[src/hdl/bthe_pkg.sv]
// Shared types and constants for the BER tag and length header encoder.
package bthe_pkg;

    // Request command codes
    localparam logic [1:0] CMD_DEFINITE   = 2'd0;
    localparam logic [1:0] CMD_INDEFINITE = 2'd1;
    localparam logic [1:0] CMD_EOC        = 2'd2;
    localparam logic [1:0] CMD_UNUSED     = 2'd3;

    // Octet constants
    localparam logic [4:0] TAG_LONG_MARK = 5'h1F;
    localparam logic [7:0] HIGH_BIT      = 8'h80;
    localparam logic [7:0] EOC_OCTET     = 8'h00;

    // Field widths
    localparam int unsigned NUM_W  = 31;
    localparam int unsigned WORK_W = 35;
    localparam int unsigned CNT_W  = 3;

    // Digit counts at the start of normalisation
    localparam logic [CNT_W-1:0] TAG_DIGITS_MAX = 3'd5;
    localparam logic [CNT_W-1:0] LEN_BYTES_MAX  = 3'd4;

    // Operations of the shared shift unit
    typedef enum logic [2:0] {
        SH_HOLD,
        SH_LOAD_TAG,
        SH_LOAD_LEN,
        SH_SHL7,
        SH_SHL8
    } shift_op_t;

    typedef struct packed {
        shift_op_t        op;
        logic [NUM_W-1:0] operand;
    } shift_ctl_t;

    typedef struct packed {
        logic [6:0] top_digit;
        logic [7:0] top_octet;
        logic [4:0] tag_low;
        logic       tag_short;
    } shift_flags_t;

endpackage

[src/hdl/bthe_if.sv]
// Handshake channels: header request in, encoded octet out.
interface bthe_req_if;
    logic        valid;
    logic        ready;
    logic [1:0]  command;
    logic [1:0]  id_class;
    logic        constructed;
    logic [30:0] tag_number;
    logic [30:0] content_length;

    modport source (
        output valid, command, id_class, constructed, tag_number, content_length,
        input  ready
    );
    modport sink (
        input  valid, command, id_class, constructed, tag_number, content_length,
        output ready
    );
endinterface

interface bthe_byte_if;
    logic       valid;
    logic       ready;
    logic [7:0] out_byte;
    logic       last;

    modport source (
        output valid, out_byte, last,
        input  ready
    );
    modport sink (
        input  valid, out_byte, last,
        output ready
    );
endinterface

[src/hdl/ber_tag_length_header_encoder.sv]
// Top level of the BER identifier and length octet encoder.
// Usage:
//   hdr_in  takes one header request (command, class, form, tag number,
//           content length). oct_out gives the encoded octets one per item,
//           with last set on the final octet of the request.
//   Command 0 yields identifier plus definite length, command 1 identifier
//   plus 0x80, command 2 two zero octets, command 3 is taken and dropped.
// Operation:
//   A small sequencer drives one shared shift register that first walks the
//   tag number in 7-bit digits and then the content length in octets. Leading
//   zero digits are skipped one per cycle before each field is emitted, then
//   one octet is produced per cycle while oct_out takes them. After acceptance
//   the identifier (or first end-of-contents) state loads the first octet
//   into the output register. hdr_in is ready only while the sequencer is idle.
// Reset: sequencer returns to idle and the output register empties.
// Stall: when oct_out is not taken the octet is held and the sequencer
//   waits; no octet is lost or repeated.
module ber_tag_length_header_encoder (
    input  logic        clk,
    input  logic        rst_n,
    bthe_req_if.sink    hdr_in,
    bthe_byte_if.source oct_out
);
    import bthe_pkg::*;

    localparam logic [3:0] S_IDLE      = 4'd0;
    localparam logic [3:0] S_ID_HEAD   = 4'd1;
    localparam logic [3:0] S_TAG_NORM  = 4'd2;
    localparam logic [3:0] S_TAG_DIGIT = 4'd3;
    localparam logic [3:0] S_LEN_START = 4'd4;
    localparam logic [3:0] S_LEN_NORM  = 4'd5;
    localparam logic [3:0] S_LEN_COUNT = 4'd6;
    localparam logic [3:0] S_LEN_BYTE  = 4'd7;
    localparam logic [3:0] S_EOC0      = 4'd8;
    localparam logic [3:0] S_EOC1      = 4'd9;

    logic [3:0]       state_reg, state_next;
    logic [CNT_W-1:0] cnt_reg, cnt_next;
    logic [1:0]       cmd_reg;
    logic [1:0]       cls_reg;
    logic             form_reg;
    logic [NUM_W-1:0] len_reg;

    shift_ctl_t   sh_ctl;
    shift_flags_t sh_flags;

    logic       out_load;
    logic [7:0] out_byte_d;
    logic       out_last_d;
    logic       out_free;
    logic       accept;

    assign hdr_in.ready = (state_reg == S_IDLE);
    assign accept       = hdr_in.valid && hdr_in.ready;

    bthe_shift_unit u_shift (
        .clk   (clk),
        .ctl   (sh_ctl),
        .flags (sh_flags)
    );

    bthe_out_stage u_out (
        .clk       (clk),
        .rst_n     (rst_n),
        .load      (out_load),
        .load_byte (out_byte_d),
        .load_last (out_last_d),
        .free      (out_free),
        .oct_out   (oct_out)
    );

    // Sequencer: pick the next octet, the shift operation and the next state
    always_comb
    begin
        state_next     = state_reg;
        cnt_next       = cnt_reg;
        sh_ctl.op      = SH_HOLD;
        sh_ctl.operand = len_reg;
        out_load       = 1'b0;
        out_byte_d     = EOC_OCTET;
        out_last_d     = 1'b0;
        unique case (state_reg)
            S_IDLE:
            begin
                if (accept)
                begin
                    cnt_next       = TAG_DIGITS_MAX;
                    sh_ctl.op      = SH_LOAD_TAG;
                    sh_ctl.operand = hdr_in.tag_number;
                    priority case (hdr_in.command)
                        CMD_EOC:    state_next = S_EOC0;
                        CMD_UNUSED: state_next = S_IDLE;
                        default:    state_next = S_ID_HEAD;
                    endcase
                end
            end
            S_ID_HEAD:
            begin
                if (out_free)
                begin
                    out_load   = 1'b1;
                    out_byte_d = {cls_reg, form_reg,
                                  sh_flags.tag_short ? sh_flags.tag_low : TAG_LONG_MARK};
                    state_next = sh_flags.tag_short ? S_LEN_START : S_TAG_NORM;
                end
            end
            S_TAG_NORM:
            begin
                // Drop leading zero digits
                if ((sh_flags.top_digit == 7'd0) && (cnt_reg > 3'd1))
                begin
                    sh_ctl.op = SH_SHL7;
                    cnt_next  = cnt_reg - 3'd1;
                end
                else
                begin
                    state_next = S_TAG_DIGIT;
                end
            end
            S_TAG_DIGIT:
            begin
                if (out_free)
                begin
                    out_load   = 1'b1;
                    out_byte_d = {(cnt_reg > 3'd1), sh_flags.top_digit};
                    sh_ctl.op  = SH_SHL7;
                    cnt_next   = cnt_reg - 3'd1;
                    if (cnt_reg == 3'd1)
                    begin
                        state_next = S_LEN_START;
                    end
                end
            end
            S_LEN_START:
            begin
                if (cmd_reg == CMD_INDEFINITE)
                begin
                    if (out_free)
                    begin
                        out_load   = 1'b1;
                        out_byte_d = HIGH_BIT;
                        out_last_d = 1'b1;
                        state_next = S_IDLE;
                    end
                end
                else if (len_reg[NUM_W-1:7] == '0)
                begin
                    if (out_free)
                    begin
                        out_load   = 1'b1;
                        out_byte_d = {1'b0, len_reg[6:0]};
                        out_last_d = 1'b1;
                        state_next = S_IDLE;
                    end
                end
                else
                begin
                    sh_ctl.op  = SH_LOAD_LEN;
                    cnt_next   = LEN_BYTES_MAX;
                    state_next = S_LEN_NORM;
                end
            end
            S_LEN_NORM:
            begin
                // Drop leading zero octets
                if ((sh_flags.top_octet == 8'd0) && (cnt_reg > 3'd1))
                begin
                    sh_ctl.op = SH_SHL8;
                    cnt_next  = cnt_reg - 3'd1;
                end
                else
                begin
                    state_next = S_LEN_COUNT;
                end
            end
            S_LEN_COUNT:
            begin
                if (out_free)
                begin
                    out_load   = 1'b1;
                    out_byte_d = HIGH_BIT | {5'b0, cnt_reg};
                    state_next = S_LEN_BYTE;
                end
            end
            S_LEN_BYTE:
            begin
                if (out_free)
                begin
                    out_load   = 1'b1;
                    out_byte_d = sh_flags.top_octet;
                    out_last_d = (cnt_reg == 3'd1);
                    sh_ctl.op  = SH_SHL8;
                    cnt_next   = cnt_reg - 3'd1;
                    if (cnt_reg == 3'd1)
                    begin
                        state_next = S_IDLE;
                    end
                end
            end
            S_EOC0:
            begin
                if (out_free)
                begin
                    out_load   = 1'b1;
                    state_next = S_EOC1;
                end
            end
            S_EOC1:
            begin
                if (out_free)
                begin
                    out_load   = 1'b1;
                    out_last_d = 1'b1;
                    state_next = S_IDLE;
                end
            end
            default:
            begin
                state_next = S_IDLE;
            end
        endcase
    end

    // Advance control state
    always_ff @(posedge clk or negedge rst_n)
    begin
        if (!rst_n)
        begin
            state_reg <= S_IDLE;
            cnt_reg   <= '0;
        end
        else
        begin
            state_reg <= state_next;
            cnt_reg   <= cnt_next;
        end
    end

    // Hold the request fields
    always_ff @(posedge clk)
    begin
        if (accept)
        begin
            cmd_reg  <= hdr_in.command;
            cls_reg  <= hdr_in.id_class;
            form_reg <= hdr_in.constructed;
            len_reg  <= hdr_in.content_length;
        end
    end

    // Emission states never run with an exhausted digit count
    a_cnt_live: assert property (@(posedge clk) disable iff (!rst_n)
        (state_reg == S_TAG_DIGIT || state_reg == S_LEN_BYTE) |-> (cnt_reg != '0))
        else $error("digit count exhausted while emitting");

    // The output register is only loaded when it is empty or being drained
    a_no_overwrite: assert property (@(posedge clk) disable iff (!rst_n)
        out_load |-> (!oct_out.valid || oct_out.ready))
        else $error("output item overwritten");

    // A request that yields octets keeps the input closed on the next cycle
    a_busy_after_accept: assert property (@(posedge clk) disable iff (!rst_n)
        (hdr_in.valid && hdr_in.ready && hdr_in.command != CMD_UNUSED) |=> !hdr_in.ready)
        else $error("request accepted while busy");

endmodule

[src/hdl/bthe_shift_unit.sv]
// Shared work register with left shifts by one base-128 digit or one octet.
module bthe_shift_unit (
    input  logic                  clk,
    input  bthe_pkg::shift_ctl_t  ctl,
    output bthe_pkg::shift_flags_t flags
);
    import bthe_pkg::*;

    logic [WORK_W-1:0] work_reg;
    logic [WORK_W-1:0] work_next;

    // Select load, shift or hold
    always_comb
    begin
        unique case (ctl.op)
            SH_LOAD_TAG: work_next = {4'b0, ctl.operand};
            SH_LOAD_LEN: work_next = {1'b0, ctl.operand, 3'b0};
            SH_SHL7:     work_next = {work_reg[WORK_W-8:0], 7'b0};
            SH_SHL8:     work_next = {work_reg[WORK_W-9:0], 8'b0};
            default:     work_next = work_reg;
        endcase
    end

    always_ff @(posedge clk)
    begin
        work_reg <= work_next;
    end

    // Report the leading digit, leading octet and short-tag test
    always_comb
    begin
        flags.top_digit = work_reg[WORK_W-1 -: 7];
        flags.top_octet = work_reg[WORK_W-1 -: 8];
        flags.tag_low   = work_reg[4:0];
        flags.tag_short = (work_reg[WORK_W-1:5] == '0) && (work_reg[4:0] != TAG_LONG_MARK);
    end

endmodule

[src/hdl/bthe_out_stage.sv]
// Output register for encoded octets; frees up when the receiver takes the item.
module bthe_out_stage (
    input  logic        clk,
    input  logic        rst_n,
    input  logic        load,
    input  logic [7:0]  load_byte,
    input  logic        load_last,
    output logic        free,
    bthe_byte_if.source oct_out
);
    import bthe_pkg::*;

    logic       valid_reg;
    logic [7:0] byte_reg;
    logic       last_reg;

    assign free = !valid_reg || oct_out.ready;

    // Hold the item until taken
    always_ff @(posedge clk or negedge rst_n)
    begin
        if (!rst_n)
        begin
            valid_reg <= 1'b0;
        end
        else if (load)
        begin
            valid_reg <= 1'b1;
        end
        else if (oct_out.ready)
        begin
            valid_reg <= 1'b0;
        end
    end

    always_ff @(posedge clk)
    begin
        if (load)
        begin
            byte_reg <= load_byte;
            last_reg <= load_last;
        end
    end

    assign oct_out.valid    = valid_reg;
    assign oct_out.out_byte = byte_reg;
    assign oct_out.last     = last_reg;

endmodule

[src/flat_wrapper.sv]
// flat-port wrapper written by rule: the top's interface ports become plain ports
module ber_tag_length_header_encoder_flat import bthe_pkg::*;
  (clk, rst_n, hdr_in_valid, hdr_in_command, hdr_in_id_class, hdr_in_constructed, hdr_in_tag_number, hdr_in_content_length, hdr_in_ready, oct_out_valid, oct_out_out_byte, oct_out_last, oct_out_ready);
  bthe_req_if hdr_in_i ();
  bthe_byte_if oct_out_i ();
  input  logic clk;
  input  logic rst_n;
  input wire logic [$bits(hdr_in_i.valid)-1:0] hdr_in_valid;
  input wire logic [$bits(hdr_in_i.command)-1:0] hdr_in_command;
  input wire logic [$bits(hdr_in_i.id_class)-1:0] hdr_in_id_class;
  input wire logic [$bits(hdr_in_i.constructed)-1:0] hdr_in_constructed;
  input wire logic [$bits(hdr_in_i.tag_number)-1:0] hdr_in_tag_number;
  input wire logic [$bits(hdr_in_i.content_length)-1:0] hdr_in_content_length;
  output wire logic [$bits(hdr_in_i.ready)-1:0] hdr_in_ready;
  output wire logic [$bits(oct_out_i.valid)-1:0] oct_out_valid;
  output wire logic [$bits(oct_out_i.out_byte)-1:0] oct_out_out_byte;
  output wire logic [$bits(oct_out_i.last)-1:0] oct_out_last;
  input wire logic [$bits(oct_out_i.ready)-1:0] oct_out_ready;
  assign hdr_in_i.valid = hdr_in_valid;
  assign hdr_in_i.command = hdr_in_command;
  assign hdr_in_i.id_class = hdr_in_id_class;
  assign hdr_in_i.constructed = hdr_in_constructed;
  assign hdr_in_i.tag_number = hdr_in_tag_number;
  assign hdr_in_i.content_length = hdr_in_content_length;
  assign hdr_in_ready = hdr_in_i.ready;
  assign oct_out_valid = oct_out_i.valid;
  assign oct_out_out_byte = oct_out_i.out_byte;
  assign oct_out_last = oct_out_i.last;
  assign oct_out_i.ready = oct_out_ready;
  ber_tag_length_header_encoder u_core (.clk(clk), .rst_n(rst_n), .hdr_in(hdr_in_i), .oct_out(oct_out_i));
endmodule
[config.mk]
export PLATFORM = sky130hd
export DESIGN_NAME = ber_tag_length_header_encoder_flat
export DESIGN_NICKNAME = d
export VERILOG_FILES = /design/src/hdl/bthe_pkg.sv /design/src/hdl/bthe_if.sv /design/src/hdl/ber_tag_length_header_encoder.sv /design/src/hdl/bthe_shift_unit.sv /design/src/hdl/bthe_out_stage.sv /design/src/flat_wrapper.sv
export SDC_FILE = /design/constraint.sdc
export NUM_CORES = 1
export LEC_CHECK = 0
export BUFFER_PORTS_ARGS = -buffer_cell sky130_fd_sc_hd__buf_2
export CORE_MARGIN = 8
export CORE_UTILIZATION = 25
export CTS_BUF_LIST = sky130_fd_sc_hd__clkbuf_2 sky130_fd_sc_hd__clkbuf_4 sky130_fd_sc_hd__clkbuf_8
export CTS_CLUSTER_SIZE = 40
export DETAILED_ROUTE_END_ITERATION = 10
export GPL_ROUTABILITY_DRIVEN = 0
export PLACE_DENSITY = 0.48
export SLEW_MARGIN = 20
export SYNTH_ARGS = -nofsm -noshare
export SYNTH_HDL_FRONTEND = slang
export SYNTH_HIERARCHICAL = 1
export SYNTH_SLANG_ARGS = --single-unit
[constraint.sdc]
create_clock -name clk -period 7.1 [get_ports clk]
set_input_delay 0 -clock clk [delete_from_list [all_inputs] [get_ports clk]]
set_output_delay 0 -clock clk [all_outputs]
set_load 0.05 [all_outputs]
After elaboration in Yosys (flattened, before gate mapping). Cells that the tools add are included.

Input bits: 71. Logic and storage cells: 114. Output and inout bits: 11. Flip-flop bits (word level): 88.

Multiplexer cells: 51. Add/subtract/negate cells: 1. Eq/ne operators: 33. Magnitude comparators: 1. Reduce and logical (&&, ||, !) cells: 18.

Operator list (count): case mux 35 bit (4 select lines) (1); two-way mux 8 bit (7); two-way mux 4 bit (13); case mux 4 bit (10 select lines) (1); case mux 8 bit (5 select lines) (1); two-way mux 32 bit (1); two-way mux 31 bit (1); logical NOT 30 bit (1); two-way mux 3 bit (10); logical NOT 24 bit (1); inequality test 2 x 1 -> 1 bit (second input constant) (10); case mux 3 bit (6 select lines) (1); equality test 4 x 3 -> 1 bit (second input constant) (4); case mux 3 bit (5 select lines) (1); inequality test 2 bit (second input constant) (5); AND reduction 10 bit (1); equality test 4 x 2 -> 1 bit (second input constant) (2); equality test 4 bit (second input constant) (2); logical NOT 8 bit (1); case mux 4 bit (2 select lines) (1); logical NOT 7 bit (1); two-way mux 7 bit (1); AND reduction 7 bit (1); equality test 3 x 1 -> 1 bit (second input constant) (2); 22 further kinds (34).

Logic depth before layout (Yosys ltp).
Depth after elaboration: 7. Mapped depth: 13. Depth with buffers taken out: 10.

Cells and area by module. The synthesis kept the hierarchy.

By module, submodules not included: ber_tag_length_header_encoder (cells an instance 222, times used 1, area each 2630.0 um2, seq. area each 1256.2 um2); bthe_shift_unit (cells an instance 179, times used 1, area each 2162.1 um2, seq. area each 1051.0 um2); bthe_out_stage (cells an instance 12, times used 1, area each 317.8 um2, seq. area each 295.3 um2).

Worst setup path after synthesis. OpenSTA, ideal clock, no wires.

Kind: register to register. From: register u_core.state_reg[3]. To: register u_core.u_shift.work_reg[0], enable pin. Data arrival time: 4.009 ns. Setup time: 0.443 ns. Clock period less this slack: 4.453 ns. Required time: 6.657 ns. Path buffers: 4. Cell stages (with the launch flop): 10. Path slack: 2.647 ns. Path through: dfrtp_1 > buf_2 > nor4_4 > nand2_2 > buf_2 > nand2_1 > buf_6 > buf_2 > nor2_1 > xnor2_1.

RTL lines: start: declaration (line ber_tag_length_header_encoder.sv:37) `logic [3:0] state_reg, state_next;`; start signal: assignment (line ber_tag_length_header_encoder.sv:234) `state_reg <= state_next;`; end signal: assignment (line bthe_shift_unit.sv:26) `work_reg <= work_next;`; end: declaration (line bthe_shift_unit.sv:9) `logic [WORK_W-1:0] work_reg;`.

==> results.json <==
{
  "status": "finished clean",
  "hold_slack_ns": 0.0123,
  "worstSetupPathType": "flip-flop to flip-flop",
  "vias_per_cell": 4.89,
  "post-synth-top-count-cell": "edfxtp_1",
  "overflow": 0,
  "yosys.area.top_type": "edfxtp_1",
  "p_sw_share_pct": 43.3,
  "grtUsageTotal_pct": 11.4,
  "startpoint_type": "flip-flop",
  "start_util_pct": 25.3,
  "finalCritPeriodShare_pct": 62.1,
  "dp_worst_setup_slack_ns": 2.72,
  "synth_top_area_share_pct": 47.0,
  "min_path_type": "input port to async pin",
  "clkLatencyLatePin_ns": 0.38,
  "ff2ff_setup_slack_ns": 2.69,
  "setup_slack_ns": 2.69,
  "clk_pin_slew_worst_paths_ns": 0.09,
  "synth_edf_count": 80,
  "syn2layout_area_growth_pct": 20.5,
  "wire_per_inst_um": 18.8,
  "tightest_slew_ns": 1.03,
  "crit_start": "u_core/state_reg[3]",
  "synth_adder_area_share_pct": 0.490,
  "async_reset_ff_share_pct": 9.09,
  "fin_area_um2": 6160,
  "fp.dieH_um": 159,
  "numCtsBuffers": 9,
  "num_vias": 3797,
  "cts_setup_buffers": 0,
  "diodes": 0,
  "antenna_left": 0,
  "largest_reg_flops": 35,
  "synth-seq-cells": 88,
  "ys_types": 61,
  "cts-root-buf": "clkbuf_8",
  "io_pins": 82,
  "fp-row-count": 52,
  "muxShareOfSynthArea_pct": 14.1,
  "path_max_fanout": 33,
  "synthTopCellsByArea": "edfxtp_1 47%, mux2_1 6.6%, mux2i_1 6.3%",
  "seqCellArea_um2": 2600,
  "r2r_end": "u_core/u_shift/work_reg[10]",
  "core_area_um2": 20200,
  "cts_tree": "built",
  "netlist_area_um2": 5110,
  "drt_pass1_iterations": 5,
  "synth_nets": 486,
  "worst_ep_arrival_time_ns": 4.55,
  "die_area_um2": 25300,
  "synth_top_family_by_area": "compound AO/OA/AOI/OAI gates",
  "worstSetupEndpoint": "u_core/u_shift/work_reg[10]",
  "synth-xor-area-share_pct": 0.171,
  "nets": 574,
  "cts.htree.levels": 3,
  "multi_input_area_um2": 2180,
  "drive_gt1_share_pct": 24.7,
  "dp_hpwl_um": 10800,
  "reg2regPathDepth": 6,
  "grt_start_max_net_pins": 34,
  "crit_path_end_kind": "flip-flop",
  "finalSetupTns_ns": 0,
  "wl_um": 14600,
  "max_cap_violations": 0,
  "fill_cells": 2080,
  "antenna_found_initial": 0,
  "maxSlewViolCount": 0,
  "drc": 0,
  "rsz0062_at_grt": "false",
  "syn_area_per_cell_um2": 12.4,
  "slew_headroom_pct": 31.5,
  "worst_ep_required_time_ns": 7.24,
  "synth-main-ff-cell": "edfxtp_1",
  "fin_skew_ns": 0.00954,
  "postPlaceCellArea_um2": 5570,
  "cts.sinks": 88,
  "p_switching_uw": 1190,
  "synthCells": 413,
  "p_seq_share_pct": 41.0,
  "synth-simple-area-share_pct": 12.9,
  "r2r_start": "u_core/state_reg[3]",
  "p_comb_share_pct": 45.7,
  "internal_power_uw": 1560,
  "p_clk_share_pct": 13.2,
  "synth-compound-area-share_pct": 14.7,
  "setup_viol": 0,
  "die_x_um": 159,
  "max_freq_mhz": 227,
  "powerDensity_nw_per_um2": 447,
  "synth.yosys.seq_area_share_pct": 50.9,
  "p_leak_uw": 0.00218,
  "grt_pass1_vias": 3941,
  "hold_violations": 0,
  "portBuffers": 81,
  "drt_iter0_markers": 332,
  "post-route-util_pct": 30.5,
  "ys_top_cells_by_count": "80 x edfxtp_1, 35 x nand2_1, 32 x mux2i_1",
  "synth_warnings": 6,
  "grt_first_pass_wirelength_um": 22700,
  "fin_crit_ns": 4.41,
  "worst_ir_drop_vdd_uv": 161,
  "ctsLongestPathBuffers": 2
}
## layer usage
layer	track usage, %	share of wire, %	up-vias
met1	15.2	47	1876
met5	0	0	-
li1	-	-	1782
met4	4.50	1.9	0
met2	18.1	47	122
met3	1.91	4.0	17
## power by group through the flow
stage / clock network [uW] / registers, uW / logic, uW
3_5_place_dp: 0 / 1140 / 1240
4_1_cts: 375 / 1130 / 1260
2_1_floorplan: 0 / 1120 / 1020
3_3_place_gp: 0 / 1130 / 1220
5_1_grt: 394 / 1160 / 1370
6_report: 364 / 1130 / 1260
## worst min path at each step
stage | depth (start not counted) | startpoint | slack (ns) | end
after global routing | 2 | rst_n | 0.04 | u_core/u_out/oct_out.valid
after global placement | 1 | rst_n | -0.13 | u_core/u_out/oct_out.valid
after CTS | 2 | rst_n | 0.01 | u_core/cnt_reg[2]
after detailed placement | 1 | rst_n | -0.14 | u_core/u_out/oct_out.valid
final | 2 | rst_n | 0.01 | u_core/u_out/oct_out.valid
after floorplan | 0 | rst_n | -0.30 | u_core/cnt_reg[0]
## area by class of cell
| type | instances | share of cell area, % |
|---|---|---|
| sequential | 88 | 42.3 |
| multi-input combinational | 273 | 35.4 |
| timing repair buffer | 122 | 13.1 |
| tap | 270 | 5.49 |
| clock buffer | 10 | 2.23 |
| clock inverter | 6 | 1.12 |
| inverter | 7 | 0.427 |
## layout by cell type (no fill, tap or decap), drive strengths merged, types with 8 or more instances in the layout
cell	count
o21ai	13
o221a	21
buf	84
dfrtp	8
a22o	8
edfxtp	80
dlygate4sd3	38
a221o	11
nor2	20
clkbuf	10
nand2	37
nor4	19
mux2	35
nand2b	10
mux2i	32
## stage by stage
step                      instances  power, uW
final                           776       2750
after global routing            776       2920
after CTS                       776       2760
after detailed placement        722       2380
after global placement          722       2360
after floorplan                 413       2130
## what timing repair did
| action | 4_1_cts | 5_1_grt |
|---|---|---|
| hold buffers | 38 | 0 |
| gates resized for setup | 0 | 0 |
| endpoints found under the hold margin | 46 | 0 |
## worst max-delay path: stages (launching register included)
cell     delay (ns)
dfrtp_1        0.66
nor4_4         0.41
nand2_2        0.54
nand2_1        0.90
or3b_1         0.91
nand2_4        0.36
o221a_2        0.35
## logic make-up after synthesis
| kind of cell | count (synthesis) |
|---|---|
| simple gates | 119 |
| flops | 88 |
| compound gates | 84 |
| mux | 67 |
| buf+inv | 52 |
| fa+ha+maj | 2 |
| xor+xnor | 1 |
(Power assumes the default switching activity.)
